<file path="src/rtl/power_on_beam_pixel_shader_top_macros.svh">
// ----------------------------------------------------------------------------
// Power-on beam pixel shader: assertion macros
// Shared concurrent assertion shorthands, clocked on clk and quiet in reset.
// ----------------------------------------------------------------------------
`ifndef POWER_ON_BEAM_PIXEL_SHADER_TOP_MACROS_SVH
`define POWER_ON_BEAM_PIXEL_SHADER_TOP_MACROS_SVH

// Same-cycle implication
`define POBPS_ASSERT(lbl, ante, cons, msg) \
	lbl: assert property (@(posedge clk) disable iff (!arst_n) (ante) |-> (cons)) \
		else $error(msg);

// Next-cycle implication
`define POBPS_ASSERT_NEXT(lbl, ante, cons, msg) \
	lbl: assert property (@(posedge clk) disable iff (!arst_n) (ante) |=> (cons)) \
		else $error(msg);

`endif

</file>
<file path="src/rtl/pobps_pkg.sv">
// ----------------------------------------------------------------------------
// Power-on beam pixel shader package
// Field widths, register indexes, shading constants and shared types.
// ----------------------------------------------------------------------------
`default_nettype none

package pobps_pkg;

	// Field widths
	localparam int COORD_W    = 6;
	localparam int TIME_W     = 32;
	localparam int COLOR_W    = 8;
	localparam int DIM_W      = 7;
	localparam int HEAD_W     = 7;
	localparam int YF_W       = 15;
	localparam int FLICK_W    = 7;
	localparam int APB_ADDR_W = 5;
	localparam int APB_DATA_W = 32;
	localparam int REG_IDX_W  = 3;

	// Register indexes
	localparam logic [REG_IDX_W-1:0] REG_PROGRESS   = 3'd0;
	localparam logic [REG_IDX_W-1:0] REG_FRAME_W    = 3'd1;
	localparam logic [REG_IDX_W-1:0] REG_FRAME_H    = 3'd2;
	localparam logic [REG_IDX_W-1:0] REG_BASE_HUE   = 3'd3;
	localparam logic [REG_IDX_W-1:0] REG_BASE_SAT   = 3'd4;
	localparam logic [REG_IDX_W-1:0] REG_PEAK_VALUE = 3'd5;

	// Reset values
	localparam logic [DIM_W-1:0]   RST_FRAME_DIM = 7'd16;
	localparam logic [COLOR_W-1:0] RST_BASE_SAT  = 8'd255;
	localparam logic [COLOR_W-1:0] RST_PEAK      = 8'd255;

	// Shading constants
	localparam logic [7:0] FULL_SCALE  = 8'd255;
	localparam logic [7:0] NEAR_SCALE  = 8'd180;
	localparam logic [7:0] FAR_SCALE   = 8'd90;
	localparam logic [4:0] GAIN_STEP   = 5'd22;
	localparam logic [7:0] GAIN_FLOOR  = 8'd160;
	localparam logic [7:0] GAIN_KNEE   = FULL_SCALE - GAIN_FLOOR;
	localparam int         FLICK_KX    = 37;
	localparam int         FLICK_KY    = 53;
	localparam int         FLICK_STEP  = 6;

	// Reciprocals: x/255 for x < 2^15, x/3 for x < 2^8
	localparam int RECIP_255   = 257;
	localparam int RECIP_SHIFT = 16;
	localparam int THIRD_RECIP = 171;
	localparam int THIRD_SHIFT = 9;

	typedef struct packed {
		logic [7:0]         progress;
		logic [DIM_W-1:0]   frame_width;
		logic [DIM_W-1:0]   frame_height;
		logic [COLOR_W-1:0] base_hue;
		logic [COLOR_W-1:0] base_saturation;
		logic [COLOR_W-1:0] peak_value;
	} cfg_t;

	// Geometry beat handed from the geometry stages to the shading stages
	typedef struct packed {
		logic [COORD_W-1:0] x;
		logic [COORD_W-1:0] y;
		logic               in_frame;
		logic [HEAD_W-1:0]  head;
		logic [7:0]         rem;
		logic [7:0]         gain;
		logic [FLICK_W-1:0] flick;
	} geo_t;

endpackage

`default_nettype wire

</file>
<file path="src/rtl/pobps_ifs.sv">
// ----------------------------------------------------------------------------
// Power-on beam pixel shader channels
// Valid/ready channels for pixel beats in and shaded pixel beats out.
// ----------------------------------------------------------------------------
`default_nettype none

interface pobps_pix_if;
	import pobps_pkg::*;
	logic               valid;
	logic               ready;
	logic [COORD_W-1:0] pixel_x;
	logic [COORD_W-1:0] pixel_y;
	logic [TIME_W-1:0]  time_ms;
	modport source (output valid, pixel_x, pixel_y, time_ms, input ready);
	modport sink   (input valid, pixel_x, pixel_y, time_ms, output ready);
endinterface

interface pobps_res_if;
	import pobps_pkg::*;
	logic               valid;
	logic               ready;
	logic [COORD_W-1:0] out_x;
	logic [COORD_W-1:0] out_y;
	logic [COLOR_W-1:0] out_hue;
	logic [COLOR_W-1:0] out_saturation;
	logic [COLOR_W-1:0] out_value;
	logic               write_pixel;
	modport source (output valid, out_x, out_y, out_hue, out_saturation, out_value,
		write_pixel, input ready);
	modport sink   (input valid, out_x, out_y, out_hue, out_saturation, out_value,
		write_pixel, output ready);
endinterface

`default_nettype wire

</file>
<file path="src/rtl/pobps_cfg.sv">
// ----------------------------------------------------------------------------
// Power-on beam pixel shader: configuration registers
// APB-style register file holding progress, frame size, colour and peak.
// ----------------------------------------------------------------------------
`default_nettype none

module pobps_cfg (
	input  wire logic                                 clk,
	input  wire logic                                 arst_n,
	input  wire logic                                 psel,
	input  wire logic                                 penable,
	input  wire logic                                 pwrite,
	input  wire logic [pobps_pkg::APB_ADDR_W-1:0]     paddr,
	input  wire logic [pobps_pkg::APB_DATA_W-1:0]     pwdata,
	output logic      [pobps_pkg::APB_DATA_W-1:0]     prdata,
	output logic                                      pready,
	output pobps_pkg::cfg_t                           cfg
);
	import pobps_pkg::*;

	logic [7:0]         progress_q;
	logic [DIM_W-1:0]   frame_width_q;
	logic [DIM_W-1:0]   frame_height_q;
	logic [COLOR_W-1:0] base_hue_q;
	logic [COLOR_W-1:0] base_sat_q;
	logic [COLOR_W-1:0] peak_q;
	logic [REG_IDX_W-1:0] idx;
	logic               wr_en;

	assign pready = 1'b1;
	assign idx    = paddr[APB_ADDR_W-1:2];
	assign wr_en  = psel && penable && pwrite && pready;

	// Write decode; unknown indexes drop the beat
	always_ff @(posedge clk or negedge arst_n) begin
		if (!arst_n) begin
			progress_q     <= '0;
			frame_width_q  <= RST_FRAME_DIM;
			frame_height_q <= RST_FRAME_DIM;
			base_hue_q     <= '0;
			base_sat_q     <= RST_BASE_SAT;
			peak_q         <= RST_PEAK;
		end else if (wr_en) begin
			case (idx)
				REG_PROGRESS:   progress_q     <= pwdata[7:0];
				REG_FRAME_W:    frame_width_q  <= pwdata[DIM_W-1:0];
				REG_FRAME_H:    frame_height_q <= pwdata[DIM_W-1:0];
				REG_BASE_HUE:   base_hue_q     <= pwdata[COLOR_W-1:0];
				REG_BASE_SAT:   base_sat_q     <= pwdata[COLOR_W-1:0];
				REG_PEAK_VALUE: peak_q         <= pwdata[COLOR_W-1:0];
				default: ;
			endcase
		end
	end

	// Read mux
	always_comb begin
		case (idx)
			REG_PROGRESS:   prdata = APB_DATA_W'(progress_q);
			REG_FRAME_W:    prdata = APB_DATA_W'(frame_width_q);
			REG_FRAME_H:    prdata = APB_DATA_W'(frame_height_q);
			REG_BASE_HUE:   prdata = APB_DATA_W'(base_hue_q);
			REG_BASE_SAT:   prdata = APB_DATA_W'(base_sat_q);
			REG_PEAK_VALUE: prdata = APB_DATA_W'(peak_q);
			default:        prdata = '0;
		endcase
	end

	assign cfg.progress        = progress_q;
	assign cfg.frame_width     = frame_width_q;
	assign cfg.frame_height    = frame_height_q;
	assign cfg.base_hue        = base_hue_q;
	assign cfg.base_saturation = base_sat_q;
	assign cfg.peak_value      = peak_q;

endmodule

`default_nettype wire

</file>
<file path="src/rtl/pobps_geom.sv">
// ----------------------------------------------------------------------------
// Power-on beam pixel shader: geometry stages
// Stage 1 clamps the frame, tests the pixel, forms the head product and the
// column offset. Stage 2 divides by 255, forms the centre gain and flicker.
// ----------------------------------------------------------------------------
`default_nettype none
`include "power_on_beam_pixel_shader_top_macros.svh"

module pobps_geom #(
	parameter int unsigned MAX_DIM = 64
) (
	input  wire logic            clk,
	input  wire logic            arst_n,
	input  wire pobps_pkg::cfg_t cfg,
	pobps_pix_if.sink            pix,
	output logic                 geo_valid,
	input  wire logic            geo_ready,
	output pobps_pkg::geo_t      geo
);
	import pobps_pkg::*;

	localparam int PROD_W = YF_W + 9;

	// Stage 1
	logic [DIM_W-1:0]   w_eff, h_eff, h_m1;
	logic [COORD_W-1:0] mid, dx_c;
	logic [7:0]         inv_p;
	logic               inside_c;
	logic [YF_W-1:0]    yf_c;
	logic [3:0]         fidx_c;

	logic               v_s1, en_s1;
	logic [COORD_W-1:0] x_s1, y_s1, dx_s1;
	logic               inside_s1;
	logic [YF_W-1:0]    yf_s1;
	logic [3:0]         fidx_s1;

	// Stage 2
	logic [PROD_W-1:0]  prod;
	logic [HEAD_W-1:0]  head_est, head_c;
	logic [YF_W-1:0]    rem0;
	logic [7:0]         rem_c, gain_c;
	logic [10:0]        dx22;
	logic [FLICK_W-1:0] flick_c;

	logic               v_s2, en_s2;
	geo_t               geo_s2;

	// Clamp frame size to 1..MAX_DIM
	always_comb begin
		w_eff = cfg.frame_width;
		if (cfg.frame_width == '0)
			w_eff = DIM_W'(1);
		else if (32'(cfg.frame_width) > MAX_DIM)
			w_eff = DIM_W'(MAX_DIM);
		h_eff = cfg.frame_height;
		if (cfg.frame_height == '0)
			h_eff = DIM_W'(1);
		else if (32'(cfg.frame_height) > MAX_DIM)
			h_eff = DIM_W'(MAX_DIM);
	end

	// Stage 1 arithmetic
	always_comb begin
		inside_c = ({1'b0, pix.pixel_x} < w_eff) && ({1'b0, pix.pixel_y} < h_eff);
		mid      = w_eff[DIM_W-1:1];
		dx_c     = (pix.pixel_x >= mid) ? (pix.pixel_x - mid) : (mid - pix.pixel_x);
		h_m1     = h_eff - DIM_W'(1);
		inv_p    = FULL_SCALE - cfg.progress;
		yf_c     = YF_W'(h_m1) * YF_W'(inv_p);
		// only the low nibble of the flicker sum survives the mask
		fidx_c   = 4'(4'(pix.pixel_x) * 4'(FLICK_KX) + 4'(pix.pixel_y) * 4'(FLICK_KY)
			+ pix.time_ms[5:2]);
	end

	// Stage handshake: a stage advances when empty or when its successor advances
	assign en_s2     = !v_s2 || geo_ready;
	assign en_s1     = !v_s1 || en_s2;
	assign pix.ready = en_s1;

	always_ff @(posedge clk or negedge arst_n) begin
		if (!arst_n) begin
			v_s1 <= 1'b0;
			v_s2 <= 1'b0;
		end else begin
			if (en_s1) v_s1 <= pix.valid;
			if (en_s2) v_s2 <= v_s1;
		end
	end

	always_ff @(posedge clk) begin
		if (en_s1) begin
			x_s1      <= pix.pixel_x;
			y_s1      <= pix.pixel_y;
			dx_s1     <= dx_c;
			inside_s1 <= inside_c;
			yf_s1     <= yf_c;
			fidx_s1   <= fidx_c;
		end
	end

	// Divide by 255: reciprocal estimate, then one correction step
	always_comb begin
		prod     = PROD_W'(yf_s1) * PROD_W'(RECIP_255);
		head_est = HEAD_W'(prod >> RECIP_SHIFT);
		rem0     = yf_s1 - YF_W'(head_est) * YF_W'(FULL_SCALE);
		if (rem0 >= YF_W'(FULL_SCALE)) begin
			head_c = head_est + HEAD_W'(1);
			rem_c  = 8'(rem0 - YF_W'(FULL_SCALE));
		end else begin
			head_c = head_est;
			rem_c  = 8'(rem0);
		end
	end

	// Centre gain with floor, and flicker step
	always_comb begin
		dx22    = 11'(dx_s1) * 11'(GAIN_STEP);
		gain_c  = (dx22 >= 11'(GAIN_KNEE)) ? GAIN_FLOOR : 8'(11'(FULL_SCALE) - dx22);
		flick_c = FLICK_W'(fidx_s1) * FLICK_W'(FLICK_STEP);
	end

	always_ff @(posedge clk) begin
		if (en_s2) begin
			geo_s2.x        <= x_s1;
			geo_s2.y        <= y_s1;
			geo_s2.in_frame <= inside_s1;
			geo_s2.head     <= head_c;
			geo_s2.rem      <= rem_c;
			geo_s2.gain     <= gain_c;
			geo_s2.flick    <= flick_c;
		end
	end

	assign geo_valid = v_s2;
	assign geo       = geo_s2;

	`POBPS_ASSERT(a_rem_range, v_s2, geo_s2.rem < FULL_SCALE, "remainder not below 255")
	`POBPS_ASSERT(a_gain_floor, v_s2, geo_s2.gain >= GAIN_FLOOR, "centre gain below floor")
	`POBPS_ASSERT_NEXT(a_div_exact, en_s2 && v_s1,
		YF_W'(geo_s2.head) * YF_W'(FULL_SCALE) + YF_W'(geo_s2.rem) == $past(yf_s1),
		"divide by 255 does not reproduce the dividend")

endmodule

`default_nettype wire

</file>
<file path="src/rtl/pobps_shade.sv">
// ----------------------------------------------------------------------------
// Power-on beam pixel shader: shading stages
// Stage 3 picks the row value from the head distance. Stage 4 applies the
// centre gain, adds flicker with saturation and holds the result beat.
// ----------------------------------------------------------------------------
`default_nettype none
`include "power_on_beam_pixel_shader_top_macros.svh"

module pobps_shade (
	input  wire logic            clk,
	input  wire logic            arst_n,
	input  wire pobps_pkg::cfg_t cfg,
	input  wire logic            geo_valid,
	output logic                 geo_ready,
	input  wire pobps_pkg::geo_t geo,
	pobps_res_if.source          res
);
	import pobps_pkg::*;

	function automatic logic [7:0] sc8(input logic [7:0] a, input logic [7:0] b);
		logic [16:0] p;
		p = 17'(a) * (17'(b) + 17'd1);
		return p[15:8];
	endfunction

	function automatic logic [7:0] sat_add8(input logic [7:0] a, input logic [7:0] b);
		logic [8:0] s;
		s = {1'b0, a} + {1'b0, b};
		return s[8] ? 8'hFF : s[7:0];
	endfunction

	// Stage 3
	logic [HEAD_W-1:0]  y7, row_dist;
	logic [7:0]         near_c, far_c, third_c, row_c;
	logic [15:0]        third_p;

	logic               v_s3, en_s3;
	logic [COORD_W-1:0] x_s3, y_s3;
	logic               inside_s3;
	logic [7:0]         row_s3, gain_s3;
	logic [FLICK_W-1:0] flick_s3;

	// Stage 4
	logic [7:0]         value_c;

	logic               v_s4, en_s4;
	logic [COORD_W-1:0] x_s4, y_s4;
	logic [7:0]         value_s4;
	logic               wr_s4;

	// Row value from distance to the head
	always_comb begin
		y7       = HEAD_W'(geo.y);
		row_dist = (y7 >= geo.head) ? (y7 - geo.head) : (geo.head - y7);
		near_c   = sc8(cfg.peak_value, NEAR_SCALE);
		far_c    = sc8(cfg.peak_value, FAR_SCALE);
		third_p  = 16'(geo.rem) * 16'(THIRD_RECIP);
		third_c  = 8'(third_p >> THIRD_SHIFT);
		case (row_dist)
			7'd0:    row_c = cfg.peak_value;
			7'd1:    row_c = (geo.rem != '0) ? sat_add8(near_c, third_c) : near_c;
			7'd2:    row_c = far_c;
			default: row_c = '0;
		endcase
	end

	// Stage handshake
	assign en_s4     = !v_s4 || res.ready;
	assign en_s3     = !v_s3 || en_s4;
	assign geo_ready = en_s3;

	always_ff @(posedge clk or negedge arst_n) begin
		if (!arst_n) begin
			v_s3 <= 1'b0;
			v_s4 <= 1'b0;
		end else begin
			if (en_s3) v_s3 <= geo_valid;
			if (en_s4) v_s4 <= v_s3;
		end
	end

	always_ff @(posedge clk) begin
		if (en_s3) begin
			x_s3      <= geo.x;
			y_s3      <= geo.y;
			inside_s3 <= geo.in_frame;
			row_s3    <= row_c;
			gain_s3   <= geo.gain;
			flick_s3  <= geo.flick;
		end
	end

	// Apply gain, add flicker, blank pixels outside the frame
	always_comb begin
		value_c = sat_add8(sc8(row_s3, gain_s3), 8'(flick_s3));
		if (!inside_s3)
			value_c = '0;
	end

	always_ff @(posedge clk) begin
		if (en_s4) begin
			x_s4     <= x_s3;
			y_s4     <= y_s3;
			value_s4 <= value_c;
			wr_s4    <= (value_c != '0);
		end
	end

	assign res.valid          = v_s4;
	assign res.out_x          = x_s4;
	assign res.out_y          = y_s4;
	assign res.out_hue        = cfg.base_hue;
	assign res.out_saturation = cfg.base_saturation;
	assign res.out_value      = value_s4;
	assign res.write_pixel    = wr_s4;

	`POBPS_ASSERT_NEXT(a_outside_dark, en_s4 && v_s3 && !inside_s3,
		!res.write_pixel && (res.out_value == '0), "pixel outside frame was lit")
	`POBPS_ASSERT_NEXT(a_row_lit, en_s4 && v_s3 && inside_s3 && (row_s3 >= 8'd2),
		res.write_pixel, "lit row gave a dark pixel")
	`POBPS_ASSERT_NEXT(a_flick_floor, en_s4 && v_s3 && inside_s3,
		res.out_value >= 8'($past(flick_s3)), "flicker add lost its floor")

endmodule

`default_nettype wire

</file>
<file path="src/rtl/power_on_beam_pixel_shader_top.sv">
// ----------------------------------------------------------------------------
// Power-on beam pixel shader
// Per-pixel brightness for a rising beam with trailing glow and flicker.
// ----------------------------------------------------------------------------
// The block takes one pixel beat (column, row, millisecond time) per clock while
// the result side is ready, and returns one shaded beat per pixel, in order.
// The four register stages are frame test and head product, divide by 255
// with centre gain, row selection, and gain multiply with saturating flicker
// add; each stage moves on as soon as the one after it is free, so a waiting
// result holds back new pixels only once all four stages carry a beat, and
// pixel ready follows result ready within the same cycle. Hue and saturation
// come straight from the registers, which are to be written only while no
// pixel is in flight.
`default_nettype none

module power_on_beam_pixel_shader_top #(
	parameter int unsigned MAX_DIM = 64
) (
	input  wire logic                                 clk,
	input  wire logic                                 arst_n,
	pobps_pix_if.sink                                 pix,
	pobps_res_if.source                               res,
	input  wire logic                                 psel,
	input  wire logic                                 penable,
	input  wire logic                                 pwrite,
	input  wire logic [pobps_pkg::APB_ADDR_W-1:0]     paddr,
	input  wire logic [pobps_pkg::APB_DATA_W-1:0]     pwdata,
	output logic      [pobps_pkg::APB_DATA_W-1:0]     prdata,
	output logic                                      pready
);
	import pobps_pkg::*;

	cfg_t cfg;
	geo_t geo;
	logic geo_valid;
	logic geo_ready;

	pobps_cfg u_cfg (
		.clk     (clk),
		.arst_n  (arst_n),
		.psel    (psel),
		.penable (penable),
		.pwrite  (pwrite),
		.paddr   (paddr),
		.pwdata  (pwdata),
		.prdata  (prdata),
		.pready  (pready),
		.cfg     (cfg)
	);

	pobps_geom #(
		.MAX_DIM (MAX_DIM)
	) u_geom (
		.clk       (clk),
		.arst_n    (arst_n),
		.cfg       (cfg),
		.pix       (pix),
		.geo_valid (geo_valid),
		.geo_ready (geo_ready),
		.geo       (geo)
	);

	pobps_shade u_shade (
		.clk       (clk),
		.arst_n    (arst_n),
		.cfg       (cfg),
		.geo_valid (geo_valid),
		.geo_ready (geo_ready),
		.geo       (geo),
		.res       (res)
	);

endmodule

`default_nettype wire

</file>
<file path="src/flat_wrapper.sv">
// flat-port wrapper written by rule: the top's interface ports become plain ports
module power_on_beam_pixel_shader_top_flat import pobps_pkg::*;
#(
	parameter int unsigned MAX_DIM = 64
)
  (clk, arst_n, psel, penable, pwrite, paddr, pwdata, prdata, pready, pix_valid, pix_pixel_x, pix_pixel_y, pix_time_ms, pix_ready, res_valid, res_out_x, res_out_y, res_out_hue, res_out_saturation, res_out_value, res_write_pixel, res_ready);
  pobps_pix_if pix_i ();
  pobps_res_if res_i ();
  input  wire logic clk;
  input  wire logic arst_n;
  input  wire logic psel;
  input  wire logic penable;
  input  wire logic pwrite;
  input  wire logic [pobps_pkg::APB_ADDR_W-1:0] paddr;
  input  wire logic [pobps_pkg::APB_DATA_W-1:0] pwdata;
  output logic      [pobps_pkg::APB_DATA_W-1:0] prdata;
  output logic pready;
  input wire logic [$bits(pix_i.valid)-1:0] pix_valid;
  input wire logic [$bits(pix_i.pixel_x)-1:0] pix_pixel_x;
  input wire logic [$bits(pix_i.pixel_y)-1:0] pix_pixel_y;
  input wire logic [$bits(pix_i.time_ms)-1:0] pix_time_ms;
  output wire logic [$bits(pix_i.ready)-1:0] pix_ready;
  output wire logic [$bits(res_i.valid)-1:0] res_valid;
  output wire logic [$bits(res_i.out_x)-1:0] res_out_x;
  output wire logic [$bits(res_i.out_y)-1:0] res_out_y;
  output wire logic [$bits(res_i.out_hue)-1:0] res_out_hue;
  output wire logic [$bits(res_i.out_saturation)-1:0] res_out_saturation;
  output wire logic [$bits(res_i.out_value)-1:0] res_out_value;
  output wire logic [$bits(res_i.write_pixel)-1:0] res_write_pixel;
  input wire logic [$bits(res_i.ready)-1:0] res_ready;
  assign pix_i.valid = pix_valid;
  assign pix_i.pixel_x = pix_pixel_x;
  assign pix_i.pixel_y = pix_pixel_y;
  assign pix_i.time_ms = pix_time_ms;
  assign pix_ready = pix_i.ready;
  assign res_valid = res_i.valid;
  assign res_out_x = res_i.out_x;
  assign res_out_y = res_i.out_y;
  assign res_out_hue = res_i.out_hue;
  assign res_out_saturation = res_i.out_saturation;
  assign res_out_value = res_i.out_value;
  assign res_write_pixel = res_i.write_pixel;
  assign res_i.ready = res_ready;
  power_on_beam_pixel_shader_top #(.MAX_DIM(MAX_DIM)) u_core (.clk(clk), .arst_n(arst_n), .pix(pix_i), .res(res_i), .psel(psel), .penable(penable), .pwrite(pwrite), .paddr(paddr), .pwdata(pwdata), .prdata(prdata), .pready(pready));
endmodule
</file>
<file path="config.mk">
export PLATFORM = sky130hd
export DESIGN_NAME = power_on_beam_pixel_shader_top_flat
export DESIGN_NICKNAME = d
export VERILOG_FILES = /design/src/rtl/pobps_pkg.sv /design/src/rtl/pobps_ifs.sv /design/src/rtl/pobps_cfg.sv /design/src/rtl/pobps_geom.sv /design/src/rtl/pobps_shade.sv /design/src/rtl/power_on_beam_pixel_shader_top.sv /design/src/flat_wrapper.sv
export VERILOG_INCLUDE_DIRS = /design/src /design/src/rtl
export SDC_FILE = /design/constraint.sdc
export NUM_CORES = 1
export LEC_CHECK = 0
export BUFFER_PORTS_ARGS = -buffer_cell sky130_fd_sc_hd__buf_2
export CAP_MARGIN = 10
export CORE_ASPECT_RATIO = 0.5
export CORE_MARGIN = 2
export CORE_UTILIZATION = 54
export CTS_BUF_LIST = sky130_fd_sc_hd__clkbuf_4
export CTS_CLUSTER_DIAMETER = 200
export DETAILED_ROUTE_END_ITERATION = 10
export PLACE_DENSITY = 0.84
export RECOVER_POWER = 25
export SKIP_CTS_REPAIR_TIMING = 1
export SLEW_MARGIN = 20
export SYNTH_ARGS = -nofsm -noshare
export SYNTH_HDL_FRONTEND = slang
export SYNTH_HIERARCHICAL = 1
export SYNTH_SLANG_ARGS = --single-unit
</file>
<file path="constraint.sdc">
create_clock -name clk -period 11.4 [get_ports clk]
set_input_delay 1.14 -clock clk [delete_from_list [all_inputs] [get_ports clk]]
set_output_delay 1.14 -clock clk [all_outputs]
set_load 0.02 [all_outputs]
</file>
* Word level (Yosys, flattened, before mapping) *
Index checks and enable logic that the tools add are counted.

storage, ports and cells
  logic and storage cells = 111
  bits of input ports = 88
  output and inout bits = 72
  register bits after elaboration = 186

cells by class
  eq/ne operators = 7
  reductions and logical operators = 23
  multiplexer cells = 14
  multipliers = 11
  order comparisons = 8
  $add $sub $neg = 15

operators by type and width
  operator                 count
  $pmux W8 S6              1
  $mux W7                  6
  $mux W8                  5
  $mul A8 B8 Y16 const B   2
  $pmux W8 S3              1
  $mul A15 B9 Y23 const B  1
  $logic_not A7 Y1         3
  $add A8 B7 Y9            2
  $mul A8 B9 Y16           1
  $reduce_bool A8 Y1       2
  $sub A8 B8 Y8 const A    2
  $ge A15 B8 Y1 const B    1
  $mul A7 B8 Y15           1
  $mul A7 B8 Y15 const B   1
  $mul A8 B7 Y15 const B   1
  $sub A15 B15 Y15         1
  $gt A7 B7 Y1 const B     2
  $lt A6 B7 Y1             2
  $reduce_and A2 Y1        6
  $sub A6 B6 Y6            2
  $ge A11 B7 Y1 const B    1
  $mul A6 B4 Y10 const B   1
  $add A8 B1 Y9 const B    1
  $add A4 B4 Y4            2
  other kinds (19)         30

* Depth between registers and ports, before layout *
Gate-level depths: netlist (run 1).

  depth after elaboration = 6
  depth in mapped cells = 33
  mapped depth without buffers = 31

* Modules after synthesis *
The synthesis (run 1) kept the hierarchy.

modules (own cells, without submodules)
  module       area each (µm²)  seq. area each (µm²)  times used  cells each
  pobps_geom   8500.7           2452.4                1           814
  pobps_shade  8211.6           1761.7                1           812
  pobps_cfg    2382.3           1173.6                1           182

* Least setup slack after synthesis (run 1) *
OpenSTA, ideal clock, no wires.

  path type = register to register
  start = register u_core.u_geom.yf_s1[12]
  end = register u_core.u_geom.geo_s2 (netlist bit u_core/u_geom/geo[16]) (data pin)
  library setup time = 262 ps
  stages on the path, launching flop included = 33
  slack = 3734 ps
  clock period less this slack = 7666 ps
  data arrival time = 7403 ps
  buffers on the path = 2
  data required time = 11138 ps
  path through = edfxtp_1 > ha_1 > ha_1 > ha_1 > nand3_1 > nor2_1 > o211ai_1 > a2111oi_2 > nand2_1 > xor2_1 > inv_1 > ha_1 > inv_1 > ha_1 > nand2b_1 > inv_1 > fa_1 > inv_1 > fa_1 > inv_1 > fa_1 > inv_1 > ha_1 > buf_2 > a21oi_2 > o21ai_0 > or2_2 > or3_1 > a211oi_1 > nand4_1 > nor4_4 > buf_6 > mux2_1

on the way
  cells in the longest elaborated chain, start to end = 5
  elaborated cells between the ends (all ways) = 6
  those cells by class = add/sub (2); mul (2); order compare (1); mux (1)

ends and longest elaborated chain
  element                                         RTL line                              text
  from (decl)                                     pobps_geom.sv:35                      logic [YF_W-1:0] yf_s1;
  from (signal assigned)                          pobps_geom.sv:97                      yf_s1 <= yf_c;
  $mul A15 B9 Y23                                 pobps_geom.sv:104                     prod = PROD_W'(yf_s1) * PROD_W'(RECIP_255);
  $mul A7 B8 Y15                                  pobps_geom.sv:106                     rem0 = yf_s1 - YF_W'(head_est) * YF_W'(FULL_SCALE);
  $sub A15 B15 Y15 *                              pobps_geom.sv:106
  $ge A15 B8 Y1 or $sub A8 B8 Y8 (tied branches)  pobps_geom.sv:107, pobps_geom.sv:109
  $mux W8 *                                       pobps_geom.sv:107                     if (rem0 >= YF_W'(FULL_SCALE)) begin
  net u_core.u_geom.rem_c[1]                      pobps_geom.sv:42                      logic [7:0] rem_c, gain_c;
  to (decl)                                       pobps_geom.sv:47                      geo_t geo_s2;

Mark *: on every way through the listed nets, which the timed path passes. The rest lies on a longest branch.
A chain may end at the register's enable or synchronous reset.

* Worst setup path after layout (run 1) *
  start = register u_core.u_geom.yf_s1[11]
  end = register u_core.u_geom.geo_s2 (netlist bit u_core/u_geom/geo[24]) (data pin)

on the way
  cells in the longest elaborated chain, start to end = 5
  elaborated cells between the ends (all ways) = 6
  those cells by class = add/sub (2); mul (2); order compare (1); mux (1)

ends and longest elaborated chain
  element                      RTL line           text
  $mul A15 B9 Y23              pobps_geom.sv:104
  $mul A7 B8 Y15               pobps_geom.sv:106
  $sub A15 B15 Y15             pobps_geom.sv:106
  $ge A15 B8 Y1                pobps_geom.sv:107
  $mux W7 *                    pobps_geom.sv:107
  net u_core.u_geom.head_c[1]  pobps_geom.sv:40   logic [HEAD_W-1:0] head_est, head_c;

Marked as above.

==> metrics.txt, run 1 <==
# TYPE chip_impl_metric gauge
chip_impl_info{name="status",value="finished, violations left"} 1
chip_impl_info{name="violations",value="capacitance limit, slew limit"} 1
chip_impl_metric{name="post-route-drc-count",unit=""} 0
chip_impl_info{name="most-common-layout-cells",value="sky130_fd_sc_hd__ha_1, sky130_fd_sc_hd__inv_1, sky130_fd_sc_hd__fa_1"} 1
chip_impl_info{name="worst_r2r_endpoint",value="u_core/u_geom/geo[24]"} 1
chip_impl_info{name="hold-path-endpoint",value="u_core/u_shade/flick_s3[6]"} 1
chip_impl_metric{name="grt_start_max_net_pins",unit=""} 51
chip_impl_metric{name="vias_per_cell",unit=""} 5.48
chip_impl_metric{name="final.setup_skew",unit="ns"} 0.0282
chip_impl_metric{name="worstSkewPairLatency",unit="ns"} 0.62
chip_impl_metric{name="global_route.overflow_total",unit=""} 0
chip_impl_metric{name="route.final.wire_length",unit="um"} 38300
chip_impl_metric{name="worstPathMaxFanout",unit=""} 15
chip_impl_metric{name="initial_cell_density_of_the_core",unit="%"} 55.1
chip_impl_info{name="synth-main-ff-cell",value="sky130_fd_sc_hd__edfxtp_1"} 1
chip_impl_metric{name="syn2layout_area_growth",unit="%"} 4.95
chip_impl_info{name="critical_path.slowest_cell",value="sky130_fd_sc_hd__nor4_4"} 1
chip_impl_metric{name="postSynth.asyncResetShare",unit="%"} 26.7
chip_impl_metric{name="slowest_delay",unit="ns"} 0.82
chip_impl_metric{name="clk_transition_reported_paths",unit="ns"} 0.17
chip_impl_info{name="largest_cells_by_area_after_synthesis",value="sky130_fd_sc_hd__edfxtp_1, sky130_fd_sc_hd__ha_1, sky130_fd_sc_hd__fa_1"} 1
chip_impl_metric{name="synth_cells",unit=""} 1808
chip_impl_info{name="ctsRootBufferMaster",value="sky130_fd_sc_hd__clkbuf_4"} 1
chip_impl_info{name="post-synth-top-area-cell",value="sky130_fd_sc_hd__edfxtp_1"} 1
chip_impl_metric{name="timing.slew.headroom",unit="%"} -74.0
chip_impl_metric{name="grt_antenna_before_repair",unit=""} 1
chip_impl_info{name="rr_startpoint",value="u_core/u_geom/yf_s1[11]"} 1
chip_impl_metric{name="detail_route.first_pass.iterations",unit=""} 5
chip_impl_metric{name="place.detailed.hpwl",unit="um"} 30800
chip_impl_metric{name="critical_path_required",unit="ns"} 11.76
chip_impl_metric{name="global_route.usage.total",unit="%"} 21.1
chip_impl_metric{name="postSynthAreaPerCell",unit="um^2"} 10.6
chip_impl_metric{name="total_standard_cell_area_after_synthesis",unit="um^2"} 19100
chip_impl_metric{name="final_setup_fails",unit=""} 0
chip_impl_metric{name="finalWeightedCongestion",unit=""} 0.881
chip_impl_metric{name="sequential_to_total_area_share_from_yosys_stat",unit="%"} 28.2
chip_impl_metric{name="cts.sink_count",unit=""} 187
chip_impl_metric{name="clockBufferDepth",unit=""} 2
chip_impl_info{name="rsz0062_at_grt",value="false"} 1
chip_impl_metric{name="numPortBuffers",unit=""} 80
chip_impl_metric{name="first_global_vias",unit=""} 13100
chip_impl_metric{name="drt_iter0_drc",unit=""} 790
chip_impl_metric{name="floorplan.die.width",unit="um"} 270
chip_impl_metric{name="synthesis.yosys.warnings",unit=""} 6
chip_impl_metric{name="rows",unit=""} 48
chip_impl_metric{name="worst-r2r-cell-count",unit=""} 30
chip_impl_metric{name="yosys.area.top_type_share",unit="%"} 21.5
chip_impl_metric{name="r2r_setup_slack",unit="ns"} 2.69
chip_impl_metric{name="grt_first_pass_wirelength",unit="um"} 62600
chip_impl_metric{name="synth_enable_flop_cells",unit=""} 137
chip_impl_info{name="worst_hold_startpoint",value="u_core/u_geom/geo[6]"} 1
chip_impl_info{name="hold_class",value="register to register"} 1
chip_impl_info{name="endpoint_kind",value="register"} 1
chip_impl_metric{name="die-area",unit="um^2"} 37000
chip_impl_info{name="critPathLaunchType",value="register"} 1
chip_impl_metric{name="timing.fmax",unit="GHz"} 0.115
chip_impl_metric{name="core",unit="um^2"} 34700
chip_impl_metric{name="worst-endpoint-arrival",unit="ns"} 9.07
chip_impl_metric{name="top_level_i_o_count",unit=""} 160
chip_impl_metric{name="cap_violations",unit=""} 1
chip_impl_metric{name="postSynthRegisterBits",unit=""} 187
chip_impl_metric{name="tns",unit="ns"} 0
chip_impl_metric{name="synth_cell_type_count",unit=""} 89
chip_impl_metric{name="slew_violations",unit=""} 51
chip_impl_metric{name="final_worst_path_period_need",unit="ns"} 8.71
chip_impl_metric{name="cts_buffers",unit=""} 17
chip_impl_metric{name="post_route_core_utilization",unit="%"} 57.8
chip_impl_metric{name="fin_nets",unit=""} 2393
chip_impl_metric{name="drtAntennaViolNets",unit=""} 0
chip_impl_metric{name="post_route_standard_cell_area_excluding_fillers",unit="um^2"} 20000
chip_impl_info{name="layout_commonest_cell",value="sky130_fd_sc_hd__ha_1"} 1
chip_impl_metric{name="htreeDepth",unit=""} 4
chip_impl_metric{name="drt-wirelength-per-cell",unit="um"} 16.2
chip_impl_info{name="cts_tree",value="built"} 1
chip_impl_metric{name="final_hold_viol_count",unit=""} 0
chip_impl_metric{name="final_layout_size_suffix_gt1_share",unit="%"} 12.4
chip_impl_metric{name="chipHeight",unit="um"} 137
chip_impl_metric{name="postPlaceCellArea",unit="um^2"} 19800
chip_impl_metric{name="hold_path_depth",unit=""} 0
chip_impl_metric{name="detailroute.via_count",unit=""} 13000
chip_impl_metric{name="final.period_utilization",unit="%"} 76.4
chip_impl_metric{name="worstMarginPinSlew",unit="ns"} 2.61
chip_impl_info{name="timing.setup.critical_path_class",value="register to register"} 1
-- synthesized netlist by cell type (all sizes together) (7+ instances only) --
library cell and n:
inv 288, nor2 93, edfxtp 137, or2 28, a21oi 62, and2 20
nand3 27, and3 12, dfstp 18, ha 293, o21bai 14, nand3b 8
xnor2 75, o211ai 7, nand2 67, nor3 20, nand2b 49, mux2 58
a21o 19, dfrtp 32, fa 139, xor2 30, o21a 19, a211oi 8
nand4 9, buf 54, nor2b 48, o21ai 36, clkbuf 7, mux2i 19
a31oi 8, nor4 7
-- critical path: cells and delay by family, from the launching register on --
family	cells	cell delay (ns)
AO/OA/AOI/OAI	5	1.27
XOR/XNOR	1	0.19
buffers and inverters	6	0.52
adder cells (fa/ha/maj)	9	3.38
multiplexers	1	0.39
AND/OR/NAND/NOR	8	2.17
flip-flops	1	0.55
-- logic make-up (layout without fill, tap and decap cells) --
kind of cell	after synthesis	after routing	synth area share, %
AND/OR/NAND/NOR	419	419	12.0
adder cells (fa/ha/maj)	432	432	33.8
flip-flops	187	187	28.2
XOR/XNOR	105	105	4.86
multiplexers	78	78	4.53
AO/OA/AOI/OAI	233	233	8.62
buffers and inverters	350	405	7.89
other	4	28	0.0786
-- flip-flops by register name, indices dropped and copies added (netlist names), 7 cells and up --
name,count
u_core/u_shade/res.out_value,8
u_core/u_shade/row_s3,8
u_core/u_cfg/base_hue_q,8
u_core/u_cfg/progress_q,8
u_core/u_cfg/base_sat_q,8
u_core/u_geom/yf_s1,15
u_core/u_shade/gain_s3,8
u_core/u_cfg/peak_q,8
u_core/u_shade/flick_s3,7
u_core/u_cfg/frame_height_q,7
u_core/u_geom/geo,42
u_core/u_cfg/frame_width_q,7
-- worst max path at each step --
stage	start	endpoint	slack, ns	cells after the start
after global routing	u_core/u_geom/yf_s1[12]	u_core/u_geom/geo[24]	2.09	30
after CTS	u_core/u_geom/yf_s1[11]	u_core/u_geom/geo[24]	2.74	30
after detailed placement	u_core/u_geom/yf_s1[11]	u_core/u_geom/geo[24]	2.78	30
after floorplan	u_core/u_geom/yf_s1[12]	u_core/u_geom/geo[16]	3.73	32
final	u_core/u_geom/yf_s1[11]	u_core/u_geom/geo[24]	2.69	30
after global placement	u_core/u_geom/yf_s1[11]	u_core/u_geom/geo[24]	2.95	30
-- layer usage --
metal | vias up | global-route usage, % | wire length [um]
met5 | - | 0 | 0
met4 | 0 | 6.94 | 814
met3 | 52 | 3.47 | 1890
met2 | 341 | 38.1 | 19300
met1 | 6346 | 26.1 | 16200
li1 | 6213 | - | -
-- through the flow --
stage,setup slack [ns],hold slack (ns),std cells
finish,2.69,0.423,2362
global route,2.09,0.436,2362
CTS,2.74,0.430,2361
detailed placement,2.78,0.405,2329
global placement,2.95,0.400,2329
floorplan,3.73,0.400,1831
-- layout make-up --
type | count | area, um^2
antenna | 1 | 2.50
clock buffer | 18 | 135
clock inverter | 14 | 126
fill | 2824 | 14600
inverter | 289 | 1080
multi-input combinational | 1294 | 12300
sequential | 187 | 5390
tap | 475 | 594
timing repair buffer | 84 | 414
Power of run 1 is not shown: default switching activity piles up to over one toggle a cycle in this logic, so the estimate is an artifact.
==> inputs of run 2 (changes only) <==
--- a/config.mk
+++ b/config.mk
@@ -14,7 +14,7 @@
 export CTS_BUF_LIST = sky130_fd_sc_hd__clkbuf_4
 export CTS_CLUSTER_DIAMETER = 200
 export DETAILED_ROUTE_END_ITERATION = 10
-export PLACE_DENSITY = 0.84
+export PLACE_DENSITY = 0.87
 export RECOVER_POWER = 25
 export SKIP_CTS_REPAIR_TIMING = 1
 export SLEW_MARGIN = 20
==> constraint.sdc (replaced) <==
create_clock -name clk -period 7.63 [get_ports clk]
set_input_delay 0.763 -clock clk [delete_from_list [all_inputs] [get_ports clk]]
set_output_delay 0.763 -clock clk [all_outputs]
set_load 0.02 [all_outputs]
==> run 2 against run 1 <==
Against the previous run: core utilization up 1.9 points; the flow still finishes with violations (capacitance limit, slew limit); largest cell class unchanged; die area unchanged; clock skew up 0.0072 ns; first-iteration DRC count up 19%; worst hold slack worse by 0.053 ns.
==> metrics.txt, run 2 (synthesis results as in run 1) <==
# TYPE chip_impl_metric gauge
chip_impl_metric{name="worstSkewPairLatency",unit="ns"} 0.64
chip_impl_info{name="ctsRootBufferMaster",value="sky130_fd_sc_hd__clkbuf_4"} 1
chip_impl_metric{name="hold_path_depth",unit=""} 2
chip_impl_metric{name="vias_per_cell",unit=""} 5.55
chip_impl_metric{name="core",unit="um^2"} 34700
chip_impl_metric{name="initial_cell_density_of_the_core",unit="%"} 55.1
chip_impl_metric{name="place.detailed.instances",unit=""} 2357
chip_impl_metric{name="finalWeightedCongestion",unit=""} 0.914
chip_impl_info{name="hold_class",value="primary input to register"} 1
chip_impl_metric{name="fin_nets",unit=""} 2429
chip_impl_metric{name="route.final.wire_length",unit="um"} 40800
chip_impl_metric{name="cap_violations",unit=""} 1
chip_impl_info{name="crit_path_frequent_cell",value="sky130_fd_sc_hd__inv_2"} 1
chip_impl_metric{name="final_worst_path_period_need",unit="ns"} 7.45
chip_impl_metric{name="multi_input_comb_area",unit="um^2"} 12600
chip_impl_info{name="critical_path.slowest_cell",value="sky130_fd_sc_hd__fa_1"} 1
chip_impl_metric{name="final.setup_skew",unit="ns"} 0.0354
chip_impl_info{name="critPathLaunchType",value="register"} 1
chip_impl_metric{name="top_level_i_o_count",unit=""} 160
chip_impl_metric{name="htreeDepth",unit=""} 4
chip_impl_metric{name="detail_route.first_pass.iterations",unit=""} 5
chip_impl_metric{name="hold_ws",unit="ns"} 0.369
chip_impl_metric{name="post-route-drc-count",unit=""} 0
chip_impl_info{name="timing.setup.critical_path_class",value="register to register"} 1
chip_impl_metric{name="drtAntennaViolNets",unit=""} 0
chip_impl_info{name="rr_startpoint",value="u_core/u_geom/yf_s1[3]"} 1
chip_impl_metric{name="timing.slew.headroom",unit="%"} -74.9
chip_impl_metric{name="worstMarginPinSlew",unit="ns"} 2.62
chip_impl_metric{name="area.sequential",unit="um^2"} 5390
chip_impl_metric{name="cts_buffers",unit=""} 17
chip_impl_metric{name="floorplan.die.width",unit="um"} 270
chip_impl_metric{name="fin_cells",unit=""} 2398
chip_impl_metric{name="place.detailed.hpwl",unit="um"} 31300
chip_impl_info{name="status",value="finished, violations left"} 1
chip_impl_metric{name="clk_transition_reported_paths",unit="ns"} 0.18
chip_impl_metric{name="detailroute.via_count",unit=""} 13300
chip_impl_metric{name="timing.fmax",unit="GHz"} 0.134
chip_impl_metric{name="grt_antenna_before_repair",unit=""} 1
chip_impl_metric{name="final_setup_fails",unit=""} 0
chip_impl_metric{name="die-area",unit="um^2"} 37000
chip_impl_metric{name="syn2layout_area_growth",unit="%"} 8.46
chip_impl_metric{name="global_route.usage.total",unit="%"} 21.6
chip_impl_metric{name="critical_path_required",unit="ns"} 8.04
chip_impl_metric{name="worst-r2r-cell-count",unit=""} 32
chip_impl_metric{name="numPortBuffers",unit=""} 80
chip_impl_metric{name="final.period_utilization",unit="%"} 97.6
chip_impl_metric{name="clockBufferDepth",unit=""} 2
chip_impl_metric{name="worstPathMaxFanout",unit=""} 5
chip_impl_info{name="worst_r2r_endpoint",value="u_core/u_geom/geo[25]"} 1
chip_impl_metric{name="global_route.overflow_total",unit=""} 0
chip_impl_metric{name="drt-wirelength-per-cell",unit="um"} 17.0
chip_impl_info{name="most-common-layout-cells",value="sky130_fd_sc_hd__inv_1, sky130_fd_sc_hd__ha_1, sky130_fd_sc_hd__fa_1, sky130_fd_sc_hd__edfxtp_1, sky130_fd_sc_hd__nor2_1"} 1
chip_impl_metric{name="final_layout_size_suffix_gt1_share",unit="%"} 16.5
chip_impl_info{name="critical_path.startpoint",value="u_core/u_geom/yf_s1[3]"} 1
chip_impl_metric{name="slew_violations",unit=""} 51
chip_impl_metric{name="fill_cells",unit=""} 2624
chip_impl_metric{name="r2r_setup_slack",unit="ns"} 0.18
chip_impl_metric{name="final_hold_viol_count",unit=""} 0
chip_impl_info{name="cts_tree",value="built"} 1
chip_impl_metric{name="grt_start_max_net_pins",unit=""} 51
chip_impl_metric{name="worst-endpoint-arrival",unit="ns"} 7.86
chip_impl_info{name="violations",value="capacitance limit, slew limit"} 1
chip_impl_info{name="hold-path-endpoint",value="u_core/u_geom/v_s1"} 1
chip_impl_metric{name="first_global_vias",unit=""} 13300
chip_impl_metric{name="max_ffs_per_register",unit=""} 42
chip_impl_info{name="worst_hold_startpoint",value="pix_valid"} 1
chip_impl_metric{name="grt_first_pass_wirelength",unit="um"} 64200
chip_impl_metric{name="slowest_delay",unit="ns"} 0.52
chip_impl_metric{name="drt_iter0_drc",unit=""} 939
chip_impl_info{name="endpoint_kind",value="register"} 1
chip_impl_metric{name="chipHeight",unit="um"} 137
chip_impl_metric{name="cts.sink_count",unit=""} 187
chip_impl_metric{name="rows",unit=""} 48
## run 2: area by class of cell
cell class              count  area share (%)
diodes                      1          0.0121
multi-input cells        1294            60.8
clock buffers              17           0.616
clock inverters            15           0.924
well taps                 475            2.87
flip-flops and latches    187            26.0
inverters                 289            5.24
repair buffers            120            3.56
## run 2: per-stage QoR
step	worst slack [ns]	TNS, ns	utilization (%)	area, um^2
after global placement	0.0887	0	57.7	20000
after detailed placement	-0.00458	-0.00458	57.7	20000
after global routing	-0.106	-0.747	59.8	20700
after floorplan	0.0209	0	-	19200
final	0.180	0	59.8	20700
after CTS	-0.0794	-0.136	58.7	20300
## run 2: how the worst max path moves through the flow
| stage | to | slack, ns | depth (start not counted) |
|---|---|---|---|
| 4_1_cts | u_core/u_geom/geo[24] | -0.08 | 30 |
| 3_3_place_gp | u_core/u_geom/geo[24] | 0.09 | 30 |
| 2_1_floorplan | u_core/u_geom/geo[16] | 0.02 | 32 |
| 3_5_place_dp | u_core/u_geom/geo[16] | -0.005 | 30 |
| 6_report | u_core/u_geom/geo[25] | 0.18 | 32 |
| 5_1_grt | u_core/u_geom/geo[26] | -0.11 | 33 |
## run 2: critical path: cells and delay by family, from the launching register on
kind	cells	cell delay [ns]
AO/OA/AOI/OAI	4	1.26
flip-flops	1	0.45
AND/OR/NAND/NOR	7	1.12
buffers and inverters	9	0.79
XOR/XNOR	3	0.36
adder cells (fa/ha/maj)	9	3.25
## run 2: routing by layer
metal | up-vias | share of wire (%) | wire (um) | track usage [%]
met5 | - | 0 | 0 | 0
met4 | 0 | 2.7 | 1120 | 7.65
met3 | 73 | 4.3 | 1770 | 3.02
met2 | 359 | 51 | 20700 | 38.5
met1 | 6594 | 42 | 17200 | 27.1
li1 | 6293 | - | - | -
Power of run 2 is left out for the same reason.
